## config.mk

```make
export PLATFORM = sky130hd
export DESIGN_NAME = three_sonar_wall_classifier
export DESIGN_NICKNAME = d
export VERILOG_FILES = /design/src/hdl/tsw_pkg.sv /design/src/hdl/tsw_lane.sv /design/src/hdl/tsw_merge.sv /design/src/hdl/three_sonar_wall_classifier.sv
export SDC_FILE = /design/constraint.sdc
export NUM_CORES = 1
export LEC_CHECK = 0
export BUFFER_PORTS_ARGS = -buffer_cell sky130_fd_sc_hd__buf_2
export CAP_MARGIN = 0
export CELL_PAD_IN_SITES_DETAIL_PLACEMENT = 1
export CELL_PAD_IN_SITES_GLOBAL_PLACEMENT = 2
export CORE_AREA = 2 2 314 223
export DETAILED_ROUTE_END_ITERATION = 10
export DIE_AREA = 0 0 316 225
export GPL_TIMING_DRIVEN = 1
export PLACE_DENSITY_LB_ADDON = 0.08
export SLEW_MARGIN = 0
export SYNTH_ARGS = -nofsm -noshare
export SYNTH_HDL_FRONTEND = slang
export SYNTH_SLANG_ARGS = --single-unit
```

## constraint.sdc

```tcl
create_clock -name clk -period 8.5 [get_ports clk]
set_input_delay 1.7 -clock clk [delete_from_list [all_inputs] [get_ports clk]]
set_output_delay 1.7 -clock clk [all_outputs]
set_load 0.1 [all_outputs]
```

## src/hdl/tsw_pkg.sv

```systemverilog
`timescale 1ns / 1ps
package tsw_pkg;

  localparam int ECHO_W    = 16;
  localparam int CFG_W     = 11;
  localparam int DIST_W    = 12;
  localparam int CMP_W     = DIST_W + 1;
  localparam int CFG_IDX_W = 3;

  typedef enum logic [CFG_IDX_W-1:0] {
    REG_STAGE_WIDTH      = 3'd0,
    REG_HALF_STAGE_WIDTH = 3'd1,
    REG_RAPID_CHANGE     = 3'd2,
    REG_CLOSE_TO_WALL    = 3'd3,
    REG_FAR_SIDE         = 3'd4,
    REG_FAR_BACK         = 3'd5,
    REG_TOO_CLOSE        = 3'd6,
    REG_BACK_OFF_DIST    = 3'd7
  } tsw_reg_t;

  localparam logic [1:0] ACT_NONE       = 2'd0;
  localparam logic [1:0] ACT_STRAIGHT   = 2'd1;
  localparam logic [1:0] ACT_RIGHT_BACK = 2'd2;
  localparam logic [1:0] ACT_LEFT_BACK  = 2'd3;

  localparam logic [1:0] LOC_CLOSE = 2'd0;
  localparam logic [1:0] LOC_MID   = 2'd1;
  localparam logic [1:0] LOC_FAR   = 2'd2;

  localparam logic signed [CMP_W-1:0] LOC_CLOSE_CM = 13'sd30;
  localparam logic signed [CMP_W-1:0] LOC_MID_CM   = 13'sd80;

  typedef struct packed {
    logic [ECHO_W-1:0] left_echo_us;
    logic [ECHO_W-1:0] back_echo_us;
    logic [ECHO_W-1:0] right_echo_us;
  } tsw_in_t;

  typedef struct packed {
    logic       left_near;
    logic       left_distant;
    logic       left_too_near;
    logic       back_near;
    logic       back_distant;
    logic       back_too_near;
    logic       right_near;
    logic       right_distant;
    logic       right_too_near;
    logic       right_is_farther;
    logic [1:0] back_action;
    logic [1:0] location;
  } tsw_out_t;

  typedef struct packed {
    logic [CFG_W-1:0] stage_width;
    logic [CFG_W-1:0] half_stage_width;
    logic [CFG_W-1:0] rapid_change;
    logic [CFG_W-1:0] close_to_wall;
    logic [CFG_W-1:0] far_side;
    logic [CFG_W-1:0] far_back;
    logic [CFG_W-1:0] too_close;
    logic [CFG_W-1:0] back_off_distance;
  } tsw_cfg_t;

endpackage

```

## src/hdl/tsw_lane.sv

```systemverilog
`timescale 1ns / 1ps
module tsw_lane
  import tsw_pkg::*;
#(
  parameter int US_PER_CM = 58
) (
  input  logic                     clk,
  input  logic                     en,
  input  logic [ECHO_W-1:0]        echo,
  output logic signed [DIST_W-1:0] dist_cm
);

  localparam int DIV    = (US_PER_CM < 1) ? 1 : US_PER_CM;
  localparam int SHIFT  = ECHO_W + $clog2(DIV);
  localparam int PROD_W = ECHO_W + SHIFT + 1;
  localparam longint unsigned MAGIC = ((64'd1 << SHIFT) + 64'(DIV) - 64'd1) / 64'(DIV);
  localparam logic [SHIFT:0] MAGIC_V = MAGIC[SHIFT:0];

  logic [PROD_W-1:0] prod_r, prod_nxt;
  logic              nil_r, nil_nxt;

  assign prod_nxt = PROD_W'(echo) * PROD_W'(MAGIC_V);
  assign nil_nxt  = (echo == '0);

  always_ff @(posedge clk) begin
    if (en) begin
      prod_r <= prod_nxt;
      nil_r  <= nil_nxt;
    end
  end

  assign dist_cm = nil_r ? '1 : signed'({1'b0, prod_r[SHIFT +: DIST_W-1]});

endmodule

```

## src/hdl/tsw_merge.sv

```systemverilog
`timescale 1ns / 1ps
module tsw_merge
  import tsw_pkg::*;
(
  input  logic                     clk,
  input  logic                     rst_n,
  input  logic                     en,
  input  tsw_cfg_t                 cfg,
  input  logic signed [DIST_W-1:0] left_dist,
  input  logic signed [DIST_W-1:0] back_dist,
  input  logic signed [DIST_W-1:0] right_dist,
  output tsw_out_t                 out_word
);

  function automatic logic jump_flag(input logic signed [CMP_W-1:0] now_d,
                                     input logic signed [CMP_W-1:0] old_d,
                                     input logic signed [CMP_W-1:0] thr,
                                     input logic                    flag);
    logic signed [CMP_W-1:0] d;
    logic signed [CMP_W-1:0] a;
    d = now_d - old_d;
    a = (d < 0) ? -d : d;
    return (a >= thr) ? (d > 0) : flag;
  endfunction

  function automatic logic signed [CMP_W-1:0] ext_cfg(input logic [CFG_W-1:0] v);
    return signed'({{(CMP_W-CFG_W){1'b0}}, v});
  endfunction

  logic signed [DIST_W-1:0] left_r, back_r, right_r;
  logic                     left_ok_r, back_ok_r, right_ok_r;
  logic                     left_ok_nxt, back_ok_nxt, right_ok_nxt;
  tsw_out_t                 out_r, out_nxt;

  logic signed [CMP_W-1:0] nl, nb, nr, ol, ob, orr;
  logic signed [CMP_W-1:0] sw, hsw, rc, ctw, fs, fb, tc, bod;
  logic                    ln, rn;

  assign nl  = CMP_W'(left_dist);
  assign nb  = CMP_W'(back_dist);
  assign nr  = CMP_W'(right_dist);
  assign ol  = CMP_W'(left_r);
  assign ob  = CMP_W'(back_r);
  assign orr = CMP_W'(right_r);
  assign sw  = ext_cfg(cfg.stage_width);
  assign hsw = ext_cfg(cfg.half_stage_width);
  assign rc  = ext_cfg(cfg.rapid_change);
  assign ctw = ext_cfg(cfg.close_to_wall);
  assign fs  = ext_cfg(cfg.far_side);
  assign fb  = ext_cfg(cfg.far_back);
  assign tc  = ext_cfg(cfg.too_close);
  assign bod = ext_cfg(cfg.back_off_distance);

  always_comb begin
    if ((nl + nr) >= sw) begin
      left_ok_nxt  = 1'b1;
      right_ok_nxt = 1'b1;
    end else begin
      left_ok_nxt  = jump_flag(nl, ol, rc, left_ok_r);
      right_ok_nxt = jump_flag(nr, orr, rc, right_ok_r);
    end
    back_ok_nxt = jump_flag(nb, ob, rc, back_ok_r);
  end

  always_comb begin
    out_nxt = '0;
    if (left_ok_nxt) begin
      ln                   = (nl <= ctw);
      out_nxt.left_distant = (nl >= fs);
    end else if (right_ok_nxt) begin
      ln                   = (nr >= fs);
      out_nxt.left_distant = (nr <= ctw);
    end else begin
      ln                   = 1'b0;
      out_nxt.left_distant = 1'b0;
    end
    if (right_ok_nxt) begin
      rn                    = (nr <= ctw);
      out_nxt.right_distant = (nr >= fs);
    end else if (left_ok_nxt) begin
      rn                    = (nl >= fs);
      out_nxt.right_distant = (nl <= ctw);
    end else begin
      rn                    = 1'b0;
      out_nxt.right_distant = 1'b0;
    end
    out_nxt.left_near      = ln;
    out_nxt.right_near     = rn;
    out_nxt.left_too_near  = (nl <= tc);
    out_nxt.back_too_near  = (nb <= tc);
    out_nxt.right_too_near = (nr <= tc);
    out_nxt.back_near      = back_ok_nxt && (nb <= ctw);
    out_nxt.back_distant   = back_ok_nxt && (nb >= fb);
    if (right_ok_nxt) begin
      out_nxt.right_is_farther = left_ok_nxt ? (nr >= nl) : (nr >= hsw);
    end else begin
      out_nxt.right_is_farther = left_ok_nxt && (nl <= hsw);
    end
    if (nb >= bod) begin
      if (ln) begin
        out_nxt.back_action = ACT_RIGHT_BACK;
      end else if (rn) begin
        out_nxt.back_action = ACT_LEFT_BACK;
      end else begin
        out_nxt.back_action = ACT_STRAIGHT;
      end
    end else begin
      out_nxt.back_action = ACT_NONE;
    end
    if (nb <= LOC_CLOSE_CM) begin
      out_nxt.location = LOC_CLOSE;
    end else if (nb <= LOC_MID_CM) begin
      out_nxt.location = LOC_MID;
    end else begin
      out_nxt.location = LOC_FAR;
    end
  end

  always_ff @(posedge clk) begin
    if (!rst_n) begin
      left_r     <= '0;
      back_r     <= '0;
      right_r    <= '0;
      left_ok_r  <= 1'b0;
      back_ok_r  <= 1'b0;
      right_ok_r <= 1'b0;
    end else if (en) begin
      left_r     <= left_dist;
      back_r     <= back_dist;
      right_r    <= right_dist;
      left_ok_r  <= left_ok_nxt;
      back_ok_r  <= back_ok_nxt;
      right_ok_r <= right_ok_nxt;
    end
  end

  always_ff @(posedge clk) begin
    if (en) begin
      out_r <= out_nxt;
    end
  end

  assign out_word = out_r;

endmodule

```

## src/hdl/three_sonar_wall_classifier.sv

```systemverilog
`timescale 1ns / 1ps
// Three-sonar wall classifier.
// Input channel (in_valid / in_stall / in_data): one word per ping, holding
// the left, back and right echo times in microseconds, zero meaning no echo.
// Output channel (out_valid / out_stall / out_data): one word of wall flags,
// back-off action and coarse location for every input word, in order.
// Config channel (cfg_valid / cfg_ready / cfg_index / cfg_data): always
// ready; write the eight thresholds only while no word is in flight.
// The lane stage registers the three echo-to-centimetre products (one
// reciprocal multiplier per sensor lane); the merge stage then updates the
// per-sensor valid flags and registers the result word. Throughput is one
// word per cycle while the receiver does not stall.
// Reset clears the stored distances and flags, loads the default
// thresholds and empties the pipeline. When the receiver stalls, the result
// word holds; one more word may enter the lane stage, then in_stall rises.
module three_sonar_wall_classifier
  import tsw_pkg::*;
#(
  parameter int US_PER_CM = 58
) (
  input  logic                 clk,
  input  logic                 rst_n,
  input  logic                 in_valid,
  output logic                 in_stall,
  input  tsw_in_t              in_data,
  output logic                 out_valid,
  input  logic                 out_stall,
  output tsw_out_t             out_data,
  input  logic                 cfg_valid,
  output logic                 cfg_ready,
  input  logic [CFG_IDX_W-1:0] cfg_index,
  input  logic [CFG_W-1:0]     cfg_data
);

  tsw_cfg_t cfg_r, cfg_nxt;
  logic     s1_valid_r, s1_valid_nxt;
  logic     out_valid_r, out_valid_nxt;
  logic     adv1, adv2;

  logic signed [DIST_W-1:0] left_dist, back_dist, right_dist;

  assign cfg_ready = 1'b1;

  always_comb begin
    cfg_nxt = cfg_r;
    if (cfg_valid) begin
      case (tsw_reg_t'(cfg_index))
        REG_STAGE_WIDTH:      cfg_nxt.stage_width       = cfg_data;
        REG_HALF_STAGE_WIDTH: cfg_nxt.half_stage_width  = cfg_data;
        REG_RAPID_CHANGE:     cfg_nxt.rapid_change      = cfg_data;
        REG_CLOSE_TO_WALL:    cfg_nxt.close_to_wall     = cfg_data;
        REG_FAR_SIDE:         cfg_nxt.far_side          = cfg_data;
        REG_FAR_BACK:         cfg_nxt.far_back          = cfg_data;
        REG_TOO_CLOSE:        cfg_nxt.too_close         = cfg_data;
        REG_BACK_OFF_DIST:    cfg_nxt.back_off_distance = cfg_data;
        default: begin
        end
      endcase
    end
  end

  always_ff @(posedge clk) begin
    if (!rst_n) begin
      cfg_r.stage_width       <= 11'd182;
      cfg_r.half_stage_width  <= 11'd91;
      cfg_r.rapid_change      <= 11'd20;
      cfg_r.close_to_wall     <= 11'd30;
      cfg_r.far_side          <= 11'd60;
      cfg_r.far_back          <= 11'd60;
      cfg_r.too_close         <= 11'd10;
      cfg_r.back_off_distance <= 11'd100;
    end else begin
      cfg_r <= cfg_nxt;
    end
  end

  assign adv2          = !out_valid_r || !out_stall;
  assign adv1          = !s1_valid_r || adv2;
  assign in_stall      = !adv1;
  assign s1_valid_nxt  = adv1 ? in_valid : s1_valid_r;
  assign out_valid_nxt = adv2 ? s1_valid_r : out_valid_r;

  always_ff @(posedge clk) begin
    if (!rst_n) begin
      s1_valid_r  <= 1'b0;
      out_valid_r <= 1'b0;
    end else begin
      s1_valid_r  <= s1_valid_nxt;
      out_valid_r <= out_valid_nxt;
    end
  end

  tsw_lane #(.US_PER_CM(US_PER_CM)) u_lane_left (
    .clk     (clk),
    .en      (adv1 && in_valid),
    .echo    (in_data.left_echo_us),
    .dist_cm (left_dist)
  );

  tsw_lane #(.US_PER_CM(US_PER_CM)) u_lane_back (
    .clk     (clk),
    .en      (adv1 && in_valid),
    .echo    (in_data.back_echo_us),
    .dist_cm (back_dist)
  );

  tsw_lane #(.US_PER_CM(US_PER_CM)) u_lane_right (
    .clk     (clk),
    .en      (adv1 && in_valid),
    .echo    (in_data.right_echo_us),
    .dist_cm (right_dist)
  );

  tsw_merge u_merge (
    .clk        (clk),
    .rst_n      (rst_n),
    .en         (s1_valid_r && adv2),
    .cfg        (cfg_r),
    .left_dist  (left_dist),
    .back_dist  (back_dist),
    .right_dist (right_dist),
    .out_word   (out_data)
  );

  assign out_valid = out_valid_r;

  a_stall_only_when_full: assert property (@(posedge clk) disable iff (!rst_n)
    in_stall |-> (s1_valid_r && out_valid_r && out_stall))
    else $error("input stalled while pipeline has room");

  a_lane_drains: assert property (@(posedge clk) disable iff (!rst_n)
    (s1_valid_r && !out_stall) |=> out_valid)
    else $error("lane word not forwarded to output");

  a_lane_holds: assert property (@(posedge clk) disable iff (!rst_n)
    (s1_valid_r && out_valid_r && out_stall) |=> s1_valid_r)
    else $error("lane word lost during output stall");

endmodule

```

==> After elaboration in Yosys (flattened, before gate mapping) <==
Cells that the tools add are included.
{ "totals": {"register_bits": 239, "input_bits": 67, "output_inout_bits": 17, "word_cells": 126} }
{ "classes": {"addsub": 7, "mul": 3, "n_lt_le_gt_ge": 25, "eq_ne": 7, "n_mux": 24, "bitwise": 1, "n_reduce_logical": 24} }
{ "ops": {"columns": ["cell", "n"], "rows": [
  ["$mul 16x15->31 const B", 3],
  ["$le 12x12->1", 7],
  ["$ge 12x12->1", 6],
  ["$ge 13x12->1", 4],
  ["$logic_not 16->1", 3],
  ["$gt 13x1->1 const B", 3],
  ["$lt 13x1->1 const B", 3],
  ["$mux 13", 3],
  ["$neg 13->13", 3],
  ["$sub 12x12->13", 3],
  ["$mux 12", 3],
  ["$reduce_and 2->1", 8],
  ["$mux 1", 15],
  ["$add 12x12->13", 1],
  ["$eq 3x3->1 const B", 4],
  ["$le 12x6->1 const B", 1],
  ["$le 12x8->1 const B", 1],
  ["$eq 3x2->1 const B", 2],
  ["$mux 2", 3],
  ["$logic_and 1x1->1", 5],
  ["$logic_not 1->1", 4],
  ["$eq 3x1->1 const B", 1],
  ["$logic_not 3->1", 1],
  ["$logic_or 1x1->1", 2],
  ["other kinds (2)", 2]
]} }

==> Longest topological paths before layout <==
Gate-level depths: netlist of run 1.
{ "depth": {"ltp_word": 11, "ltp_mapped": 23, "depth_no_buf": 22} }

==> By module <==
From an unflattened synthesis of run 1, not the netlist that was laid out.
{ "hier_totals": {"cells_unflattened": 3154, "area_unflattened_um2": 28738.8} }
{ "modules_own_cells": {"columns": ["mod", "instances", "cells_per_inst", "area_each_um2", "seq_area_each_um2"], "rows": [
  ["tsw_merge", 1, 1208, 9601.7, 1201.2],
  ["tsw_lane at u_lane_left", 1, 550, 5331.4, 360.3],
  ["tsw_lane at u_lane_right", 1, 531, 5181.2, 360.3],
  ["tsw_lane at u_lane_back", 1, 538, 5177.5, 360.3],
  ["three_sonar_wall_classifier", 1, 327, 3447.1, 1801.7]
]} }

==> Least setup slack after synthesis of run 1 <==
Ideal clock, no wire load.
{ "synth_path": {"path_type": "input to register", "start": "input in_data[45] (netlist bit)", "end": "register u_lane_left.prod_r[31], data pin", "setup_time_ns": 0.266, "t_arrival_ns": 6.870, "t_required_ns": 8.234, "path_slack_ns": 1.365, "stages": 19, "path_buffers": 0, "cell_sequence": "fa_1 inv_1 fa_1 fa_1 inv_1 fa_1 fa_1 fa_1 ha_1 nand3_1 o221a_2 and3b_1 a211oi_1 o2111ai_1 a211oi_1 o21a_1 o21ai_0 a21boi_0 xor2_1"} }
{ "synth_via": {"elab_chain_len": 1} }
{ "synth_lines": {"columns": ["item", "line", "text"], "rows": [
  ["start: declaration", "three_sonar_wall_classifier.sv:25", "input tsw_in_t in_data,"],
  ["$mul 16x15->31", "tsw_lane.sv:22", "assign prod_nxt = PROD_W'(echo) * PROD_W'(MAGIC_V);"],
  ["net u_lane_left.prod_nxt[31]", "tsw_lane.sv:19", "logic [PROD_W-1:0] prod_r, prod_nxt;"],
  ["end signal: assignment", "tsw_lane.sv:27", "prod_r <= prod_nxt;"],
  ["end: declaration", "tsw_lane.sv:19", null]
]} }
The timed path passes the listed nets, and every way through them passes these cells.
A chain may end at the register's enable or synchronous reset.

==> Worst setup path after layout of run 1 <==
{ "layout_path": {"start": "input in_data[46] (netlist bit)", "end": "register u_lane_left.prod_r[31], data pin"} }
The elaborated chain is that of the path after synthesis.

==> impl_metrics.ini, run 1 <==
[placed_design]
placed_area_um2 = 28400
gp_congestion = 0.838
port_buffers = 82
hpwl_um = 67100

[sta]
rsz0062_at_grt = no
hold_viol_final = 0
period_needed_ns = 7.59
relSlewSlack_pct = 18.3
fin_skew_ns = 0.0130
fmax_ghz = 0.132
finalSetupViolCount = 0
drv_slew = 0
setup_tns_ns = 0
tightest_slew_ns = 1.22
fin_crit_sh_pct = 89.3

[floorplanning]
dieArea_um2 = 71100
coreArea_um2 = 67800
die_x_um = 316
initial_core_util_pct = 39.7
pin_count = 84
die_y_um = 225
fp-row-count = 80

[yosys]
syn_inst = 2930
ys_ff_latch = 179
synth_compound_area_share_pct = 13.7
seq_area_frac_synth_pct = 15.2
synth_top_family_by_area = adder cells
yosys_warnings = 0
synth_top_cell_by_area = ha_1
syn-mean-instance-area_um2 = 9.19
synth.top_cell.area_share_pct = 28.5
synthXorXnorAreaFrac_pct = 2.66
synthDistinctLibCells = 84
async_reset_ff_share_pct = 0
synth_fa_ha_area_share_pct = 48.0
synth_edf_count = 50
yosys-top-cells-count = ha_1 (614), inv_1 (599), fa_1 (262), nand2_1 (221), nor2_1 (137)
synthFlopType = dfxtp_1
synthMuxAreaShare_pct = 0.195
syn-num-nets = 3873
yosys.area_share.simple_pct = 11.1
synth_area_leaders = ha_1 (29%), fa_1 (19%), dfxtp_1 (9.6%), inv_1 (8.4%), edfxtp_1 (5.6%)
post-synth-top-count-cell = ha_1
synth_area_um2 = 26900

[finish]
n_antenna_cell = 0
final.fill_count = 7803
drive_gt1_share_pct = 5.71
multiInputGateArea_um2 = 20400
design_area_um2 = 29000
final-seq-area_um2 = 4080
syn_to_final_growth_pct = 7.60
nets = 3941

[critical_path]
path_cells = buf_2, inv_1, ha_1, inv_1, fa_1, fa_1, inv_1, fa_1, fa_1, fa_1, ha_1, nand3_1, o221a_2, and3b_1, a211oi_1, o2111ai_1, a211oi_1, o21a_1, o21ai_0, a21boi_0, xor2_1
cp.required_ns = 8.72
crit_fanout = 7
cp_slowest_stage_delay_ns = 0.54
worst_path_max_delay_cell = a211oi_1
regToRegSetupSlack_ns = 1.42
end_kind = flip-flop
path_class = primary input to flip-flop
crit_buf_inv = 4
arrival_ns = 7.81
start_kind = primary input
crit_top_cell = fa_1
critPathTopFamily = adder cells

[run]
drv_cap = 0

[grt]
grt-ovfl-total = 0
grt_pass1_vias = 22365
track_usage_pct = 23.6
antenna_found_initial = 1
grt_start_max_net_pins = 106
grt_pass1_wl_um = 128000

[routing]
detail_route.wl_per_cell_um = 20.6
drt_iter0_drc = 932
ant_nets = 0
firstDrtPassIters = 5
routed_wirelength_um = 80800
drc = 0
viasPerCell = 5.24
via_count = 20517

[cts]
cts_tree = done
clk_pin_slew_worst_paths_ns = 0.07
cts_hold_buffers = 0
clkLatencyLatePin_ns = 0.49
clock_path_buffers = 2
htreeDepth = 4
cts_root_buf = clkbuf_16
cts_made_buffers = 17
cts_resized = 0
post_cts_buffers = 0
cts_sinks = 179

[outcome]
status = completed

[hold_path]
holdCritPathClass = flip-flop to flip-flop

[pwr]
powerDensity_nw_per_um2 = 289
p_leak_nw = 14.2
ir_drop_v = 0.000144
## report_power, final
group          switching, mW  total (mW)  internal, mW
registers             0.0452        1.13          1.08
clock network          0.388       0.820         0.432
logic                   3.67        6.42          2.76
total                   4.10        8.37          4.27
## layer usage
layer  GRT usage, %  routed length, µm
met1           35.4              42500
met2           36.5              34700
met3           2.52               2190
met4           5.00               1300
met5              0                  7
## cells in the final DEF, fill, tap and decap left out, types with 65 or more instances in the layout
cell        n
a21oi_1    91
o21a_1     73
a21boi_0   65
inv_1     598
nor2_1    137
nand2_1   221
ha_1      614
o21ai_0    66
dfxtp_1   129
fa_1      262
buf_2      81
## tightest hold or removal path: cells and delay by family (launching register included)
family	cells	cell delay, ns
AOI/OAI and AO/OA	1	0.06
DFF	1	0.31
and+or+nand+nor	1	0.05
## cell families after synthesis
group,Yosys count
buffers and inverters,649
AND/OR/NAND/NOR,616
multiplexers,5
adder cells (fa/ha/maj),876
XOR/XNOR,81
AO/OA/AOI/OAI,523
other,1
flip-flops,179
## final cells by class
class                   count  area share, %
multi-input cells        2102           70.4
repair buffers             99           1.87
inverters                 599           7.76
well taps                 902           3.90
clock inverters             9          0.333
flip-flops and latches    179           14.1
clock buffers              23           1.65
## path summary, 6_finish.rpt
kind / cells after the start / start / to
max: 21 / in_data[46] / u_lane_left.prod_r[31]
min: 2 / cfg_r[31] / cfg_r[31]
max reg2reg: 22 / u_lane_left.nil_r / u_merge.out_word[3]
min reg2reg: 2 / cfg_r[31] / cfg_r[31]
## registers in the layout, indices dropped and copies added, names as in the netlist, 11 cells and up
name                 flops
cfg_r                   88
u_lane_back.prod_r      11
u_lane_left.prod_r      11
u_lane_right.prod_r     11
u_merge.back_r          12
u_merge.left_r          12
u_merge.out_word        14
u_merge.right_r         12
## stage by stage
step / std cells / util [%] / setup slack (ns) / total power, mW / hold WS, ns
after floorplan: 2930 / - / 1.36 / 5.77 / 0.443
after CTS: 3913 / 42.7 / 0.924 / 8.49 / 0.472
after global routing: 3913 / 42.7 / 0.566 / 9.42 / 0.486
after detailed placement: 3881 / 41.9 / 0.404 / 7.59 / 0.461
after global placement: 3881 / 41.9 / 0.499 / 7.32 / 0.452
final: 3913 / 42.7 / 0.907 / 8.37 / 0.468
(Power assumes the default switching activity.)
==> run 2: changes to the inputs <==
--- a/config.mk
+++ b/config.mk
@@ -14,6 +14,7 @@
 export DIE_AREA = 0 0 316 225
 export GPL_TIMING_DRIVEN = 1
 export PLACE_DENSITY_LB_ADDON = 0.08
+export REMOVE_ABC_BUFFERS = 1
 export SLEW_MARGIN = 0
 export SYNTH_ARGS = -nofsm -noshare
 export SYNTH_HDL_FRONTEND = slang
==> run 2 against run 1 <==
  * Sequential share of layout area barely moved
  * Cell area barely moved
  * Via count rose by 0.26%
  * Worst hold slack improved by 0.00050 ns
  * Die area did not move
  * Non-clock buffer count fell by 6
==> impl_metrics.ini, run 2 (synthesis results as in run 1) <==
[cts]
clkLatencyLatePin_ns = 0.51
cts_root_buf = clkbuf_16
cts_resized = 0
cts_hold_buffers = 0
cts_tree = done
htreeDepth = 4
cts_made_buffers = 17
clk_pin_slew_worst_paths_ns = 0.08
post_cts_buffers = 0
cts_sinks = 179
clock_path_buffers = 2

[sta]
fmax_ghz = 0.132
setup_slack_ns = 0.914
tightest_slew_ns = 1.13
fin_crit_sh_pct = 89.2
relSlewSlack_pct = 24.2
rsz0062_at_grt = no
hold_viol_final = 0
period_needed_ns = 7.59
fin_skew_ns = 0.0142
finalSetupViolCount = 0
drv_slew = 0
setup_tns_ns = 0

[critical_path]
setup.worst_path.start = in_data[44]
critPathTopFamily = adder cells
crit_top_cell = fa_1
path_class = primary input to flip-flop
reg2reg_from = u_lane_left.nil_r
regToRegSetupSlack_ns = 1.52
worst-path-stages = 20
start_kind = primary input
path_cells = buf_2, fa_1, inv_1, fa_1, fa_1, inv_1, fa_1, fa_1, fa_1, ha_1, nand3_1, o221a_2, and3b_1, a211oi_1, o2111ai_1, a211oi_1, o21a_1, o21ai_0, a21boi_0, xor2_1
worst_path_max_delay_cell = fa_1
arrival_ns = 7.84
crit_end = u_lane_left.prod_r[31]
reg2reg_depth = 22
crit_buf_inv = 3
crit_fanout = 8
r2r-end = u_merge.out_word[3]
end_kind = flip-flop
cp_slowest_stage_delay_ns = 0.57
cp.required_ns = 8.75

[grt]
use_met1_pct = 33.5
grt.busiest_layer = met2
grt_pass1_vias = 22392
grt_start_max_net_pins = 89
grt_pass1_wl_um = 126000
use_met3_pct = 3.44
grt-ovfl-total = 0
track_usage_pct = 23.0
gr-usage-met2_pct = 35.8
antenna_found_initial = 0

[finish]
drive_gt1_share_pct = 5.62
final-seq-area_um2 = 4080
fin_util_pct = 42.7
final_cell_mix = ha_1 (614), inv_1 (598), fa_1 (262), nand2_1 (221), nor2_1 (137)
syn_to_final_growth_pct = 7.50
regMostFlops = cfg_r
final_common_cell = ha_1
n_antenna_cell = 0
multiInputGateArea_um2 = 20400
largest_register_ffs = 88
nets = 3935
final.fill_count = 7816

[pwr]
powerDensity_nw_per_um2 = 288
p_leak_nw = 14.1
ir_drop_v = 0.000181

[routing]
ant_nets = 0
routed_wirelength_um = 79300
detail_route.wl_per_cell_um = 20.3
via_count = 20570
viasPerCell = 5.26
drc = 0
firstDrtPassIters = 5
drt_iter0_drc = 815

[floorplanning]
fp-row-count = 80
die_x_um = 316
coreArea_um2 = 67800
dieArea_um2 = 71100
initial_core_util_pct = 39.7
pin_count = 84
die_y_um = 225

[placed_design]
preCtsSetupSlack_ns = 0.386
port_buffers = 82
hpwl_um = 66500
gp_congestion = 0.891

[hold_path]
hold_start = u_merge.right_r[11]
holdCritPathClass = flip-flop to flip-flop

[outcome]
status = completed

[run]
drv_cap = 0
[run 2: cell count changes in the layout (fill, tap and decap cells not counted), sizes merged]
cell,delta
buf,-6
clkbuf,-5
clkinvlp,+1
bufinv,-1
clkinv,-1
inv,+6
[run 2: final cells by class]
class	count	share of cell area (%)
Multi-Input combinational cell	2102	70.5
Sequential cell	179	14.1
Inverter	599	7.77
Tap cell	902	3.90
Timing Repair Buffer	93	1.71
Clock buffer	18	1.52
Clock inverter	14	0.527
[run 2: worst min-delay path by stage]
stage	endpoint	depth (start not counted)
global placement	cfg_r[3]	2
detailed placement	cfg_r[50]	2
finish	u_merge.right_r[11]	2
global route	cfg_r[50]	2
floorplan	cfg_r[10]	2
CTS	u_merge.right_r[11]	2
[run 2: per-layer routing]
metal	wire length [µm]	part of all wire, %
met2	34300	43
met1	41000	52
met4	1330	1.7
met3	2710	3.4
met5	0	0
[run 2: worst min-delay path, stage by stage (launching register included)]
cell and delay (ns):
dfxtp_1 0.31, nand2_1 0.05, a21boi_0 0.06
[run 2: power breakdown]
group	switching (mW)	leakage, nW	internal, mW
clock	0.428	0.290	0.403
combinational	3.64	12.3	2.74
sequential	0.0481	1.54	1.08
total	4.11	14.1	4.22
[run 2: stage by stage]
stage	std cells	instance area, µm²	hold slack, ns	power (mW)
final	3907	28900	0.468	8.34
after global routing	3907	28900	0.497	9.38
after CTS	3907	28900	0.474	8.45
after detailed placement	3875	28300	0.463	7.53
after global placement	3875	28300	0.451	7.27
after floorplan	2880	26700	0.443	5.76
==> run 3: changes to the inputs <==
--- a/config.mk
+++ b/config.mk
@@ -9,13 +9,14 @@
 export CAP_MARGIN = 0
 export CELL_PAD_IN_SITES_DETAIL_PLACEMENT = 1
 export CELL_PAD_IN_SITES_GLOBAL_PLACEMENT = 2
-export CORE_AREA = 2 2 314 223
+export CORE_AREA = 2 2 324 230
 export DETAILED_ROUTE_END_ITERATION = 10
-export DIE_AREA = 0 0 316 225
+export DIE_AREA = 0 0 326 232
 export GPL_TIMING_DRIVEN = 1
 export PLACE_DENSITY_LB_ADDON = 0.08
 export REMOVE_ABC_BUFFERS = 1
 export SLEW_MARGIN = 0
 export SYNTH_ARGS = -nofsm -noshare
 export SYNTH_HDL_FRONTEND = slang
+export SYNTH_HIERARCHICAL = 1
 export SYNTH_SLANG_ARGS = --single-unit
==> run 3 against run 2 <==
  * Via count is 8.5% higher
  * Critical path depth down 2
  * Register-to-register slack improved by 0.17 ns
  * Highest routed layer unchanged
  * Critical path type unchanged
  * First-iteration DRC count rose by 24%
==> impl_metrics.ini, run 3 <==
[grt]
grt_pass1_vias = 24123
grt.busiest_layer = met2
use_met3_pct = 2.31
use_met1_pct = 35.3
grt_pass1_wl_um = 140000
grt-ovfl-total = 0
gr-usage-met2_pct = 38.0
grt_start_max_net_pins = 59
antenna_found_initial = 4
track_usage_pct = 23.9

[yosys]
synth_edf_count = 50
ys_ff_latch = 179
synth_top_family_by_area = adder cells
synthDistinctLibCells = 100
synth_area_um2 = 28700
synth_fa_ha_area_share_pct = 44.7
synth_compound_area_share_pct = 12.0
yosys.area_share.simple_pct = 12.3
synthXorXnorAreaFrac_pct = 3.02
async_reset_ff_share_pct = 0
synthMuxAreaShare_pct = 4.75
yosys-top-cells-count = ha_1 (623), inv_1 (616), fa_1 (253), nand2_1 (161), nor2_1 (153)
syn_inst = 3154
post-synth-top-count-cell = ha_1
synth_top_cell_by_area = ha_1
seq_area_frac_synth_pct = 14.2
synthFlopType = dfxtp_1
yosys_warnings = 6
syn-mean-instance-area_um2 = 9.11
synth_area_leaders = ha_1 (27%), fa_1 (18%), dfxtp_1 (9.0%), inv_1 (8.0%), edfxtp_1 (5.2%)
synth.top_cell.area_share_pct = 27.1

[sta]
relSlewSlack_pct = 11.7
fin_crit_sh_pct = 80.3
setup_tns_ns = 0
hold_viol_final = 0
finalSetupViolCount = 0
worst_hold_slack_ns = 0.465
tightest_slew_ns = 1.32
period_needed_ns = 6.82
fmax_ghz = 0.147
rsz0062_at_grt = no
setup_slack_ns = 1.68
fin_skew_ns = 0.0207
drv_slew = 0

[floorplanning]
initial_core_util_pct = 39.6
dieArea_um2 = 75600
pin_count = 84
coreArea_um2 = 72600
die_x_um = 326
die_y_um = 232
fp-row-count = 83

[pwr]
p_sw_share_pct = 54.3
p_leak_nw = 15.5
combPwrFrac_pct = 81.0
p_switching_mw = 5.85
ir_drop_v = 0.000195
p_int_mw = 4.91
powerDensity_nw_per_um2 = 349
p_seq_share_pct = 10.8
clockPowerShare_pct = 8.1
power_mw = 10.8

[critical_path]
path_class = primary input to flip-flop
arrival_ns = 7.06
r2r-end = u_merge/out_word[4]
start_kind = primary input
cp.required_ns = 8.74
reg2reg_from = u_lane_right/nil_r
end_kind = flip-flop
crit_fanout = 8
reg2reg_depth = 24
regToRegSetupSlack_ns = 1.69

[routing]
firstDrtPassIters = 5
drt_iter0_drc = 1007
drc = 0
viasPerCell = 5.31
via_count = 22309
ant_nets = 0
detail_route.wl_per_cell_um = 21.0
routed_wirelength_um = 88200

[cts]
clock_path_buffers = 2
htreeDepth = 4
cts_made_buffers = 17
cts_sinks = 179
post_cts_buffers = 0
clkLatencyLatePin_ns = 0.52
cts_resized = 0
cts_hold_buffers = 0
cts_tree = done
clk_pin_slew_worst_paths_ns = 0.08
cts_root_buf = clkbuf_16

[finish]
syn_to_final_growth_pct = 7.29
final.fill_count = 8404
nets = 4152
drive_gt1_share_pct = 6.46
final_cells = 4200
final_common_cell = ha_1
regMostFlops = cfg_r
multiInputGateArea_um2 = 22100
largest_register_ffs = 88
fin_util_pct = 42.5
final_cell_mix = ha_1 (623), inv_1 (615), fa_1 (253), nand2_1 (161), nor2_1 (153)
design_area_um2 = 30800
final-seq-area_um2 = 4080

[outcome]
status = completed

[placed_design]
dpl.cell_count = 4167
hpwl_um = 72900
gp_congestion = 0.879
preCtsSetupSlack_ns = 1.12
placed_area_um2 = 30200
port_buffers = 82

[hold_path]
min_path_cells = 2
hold_end = cfg_r[75]
hold_start = cfg_r[75]
holdCritPathClass = flip-flop to flip-flop

[run]
drv_cap = 0
[run 3: cell count changes after synthesis, sizes merged, moves of 21 or more]
cell,change
a21boi,-60
a21oi,+50
nand2,-60
xor2,+25
nor2b,+31
mux2i,+129
o21a,-27
nor3,+21
[run 3: kinds of logic after synthesis]
| logic type | Yosys count |
|---|---|
| xor+xnor | 99 |
| fa+ha+maj | 876 |
| compound gates | 510 |
| mux | 136 |
| simple gates | 680 |
| other cells | 1 |
| buf+inv | 673 |
| flops | 179 |
[run 3: final cells by class]
| class | count | area share, % |
|---|---|---|
| tap | 977 | 3.96 |
| multi-input combinational | 2302 | 71.7 |
| sequential | 179 | 13.2 |
| clock buffer | 19 | 1.51 |
| inverter | 616 | 7.50 |
| clock inverter | 13 | 0.503 |
| timing repair buffer | 93 | 1.61 |
| antenna | 1 | 0.00812 |
[run 3: metal layers]
metal | share of wire, % | vias to the layer above
li1 | - | 10780
met1 | 52 | 11221
met2 | 44 | 243
met3 | 2.4 | 65
met4 | 1.3 | 0
met5 | 0 | -
[run 3: critical path: stages]
cell      delay [ns]
buf_2           0.17
fa_1            0.54
inv_1           0.05
fa_1            0.51
inv_1           0.07
fa_1            0.54
fa_1            0.44
fa_1            0.55
inv_1           0.06
fa_1            0.53
inv_1           0.04
ha_1            0.37
a211oi_2        0.26
o21bai_1        0.11
a311o_1         0.37
a31oi_1         0.44
nand4_1         0.14
nor3b_1         0.16
[run 3: worst max path at each step]
stage	startpoint	to	slack [ns]
after floorplan	out_stall	u_merge/back_ok_r	0.98
after global placement	in_data[45]	u_lane_left/prod_r[30]	1.28
after detailed placement	in_data[45]	u_lane_left/prod_r[26]	1.12
after CTS	in_data[45]	u_lane_left/prod_r[26]	1.67
after global routing	u_lane_right/nil_r	u_merge/out_word[4]	1.32
final	in_data[45]	u_lane_left/prod_r[30]	1.68
[run 3: power by group through the flow]
stage                     combinational, mW  sequential [mW]  clock, mW
after detailed placement               8.70             1.18          0
after global placement                 8.43             1.18          0
final                                  8.72             1.17      0.874
after floorplan                        6.31             1.20          0
after global routing                   9.93             1.17      0.928
after CTS                              8.77             1.16      0.904
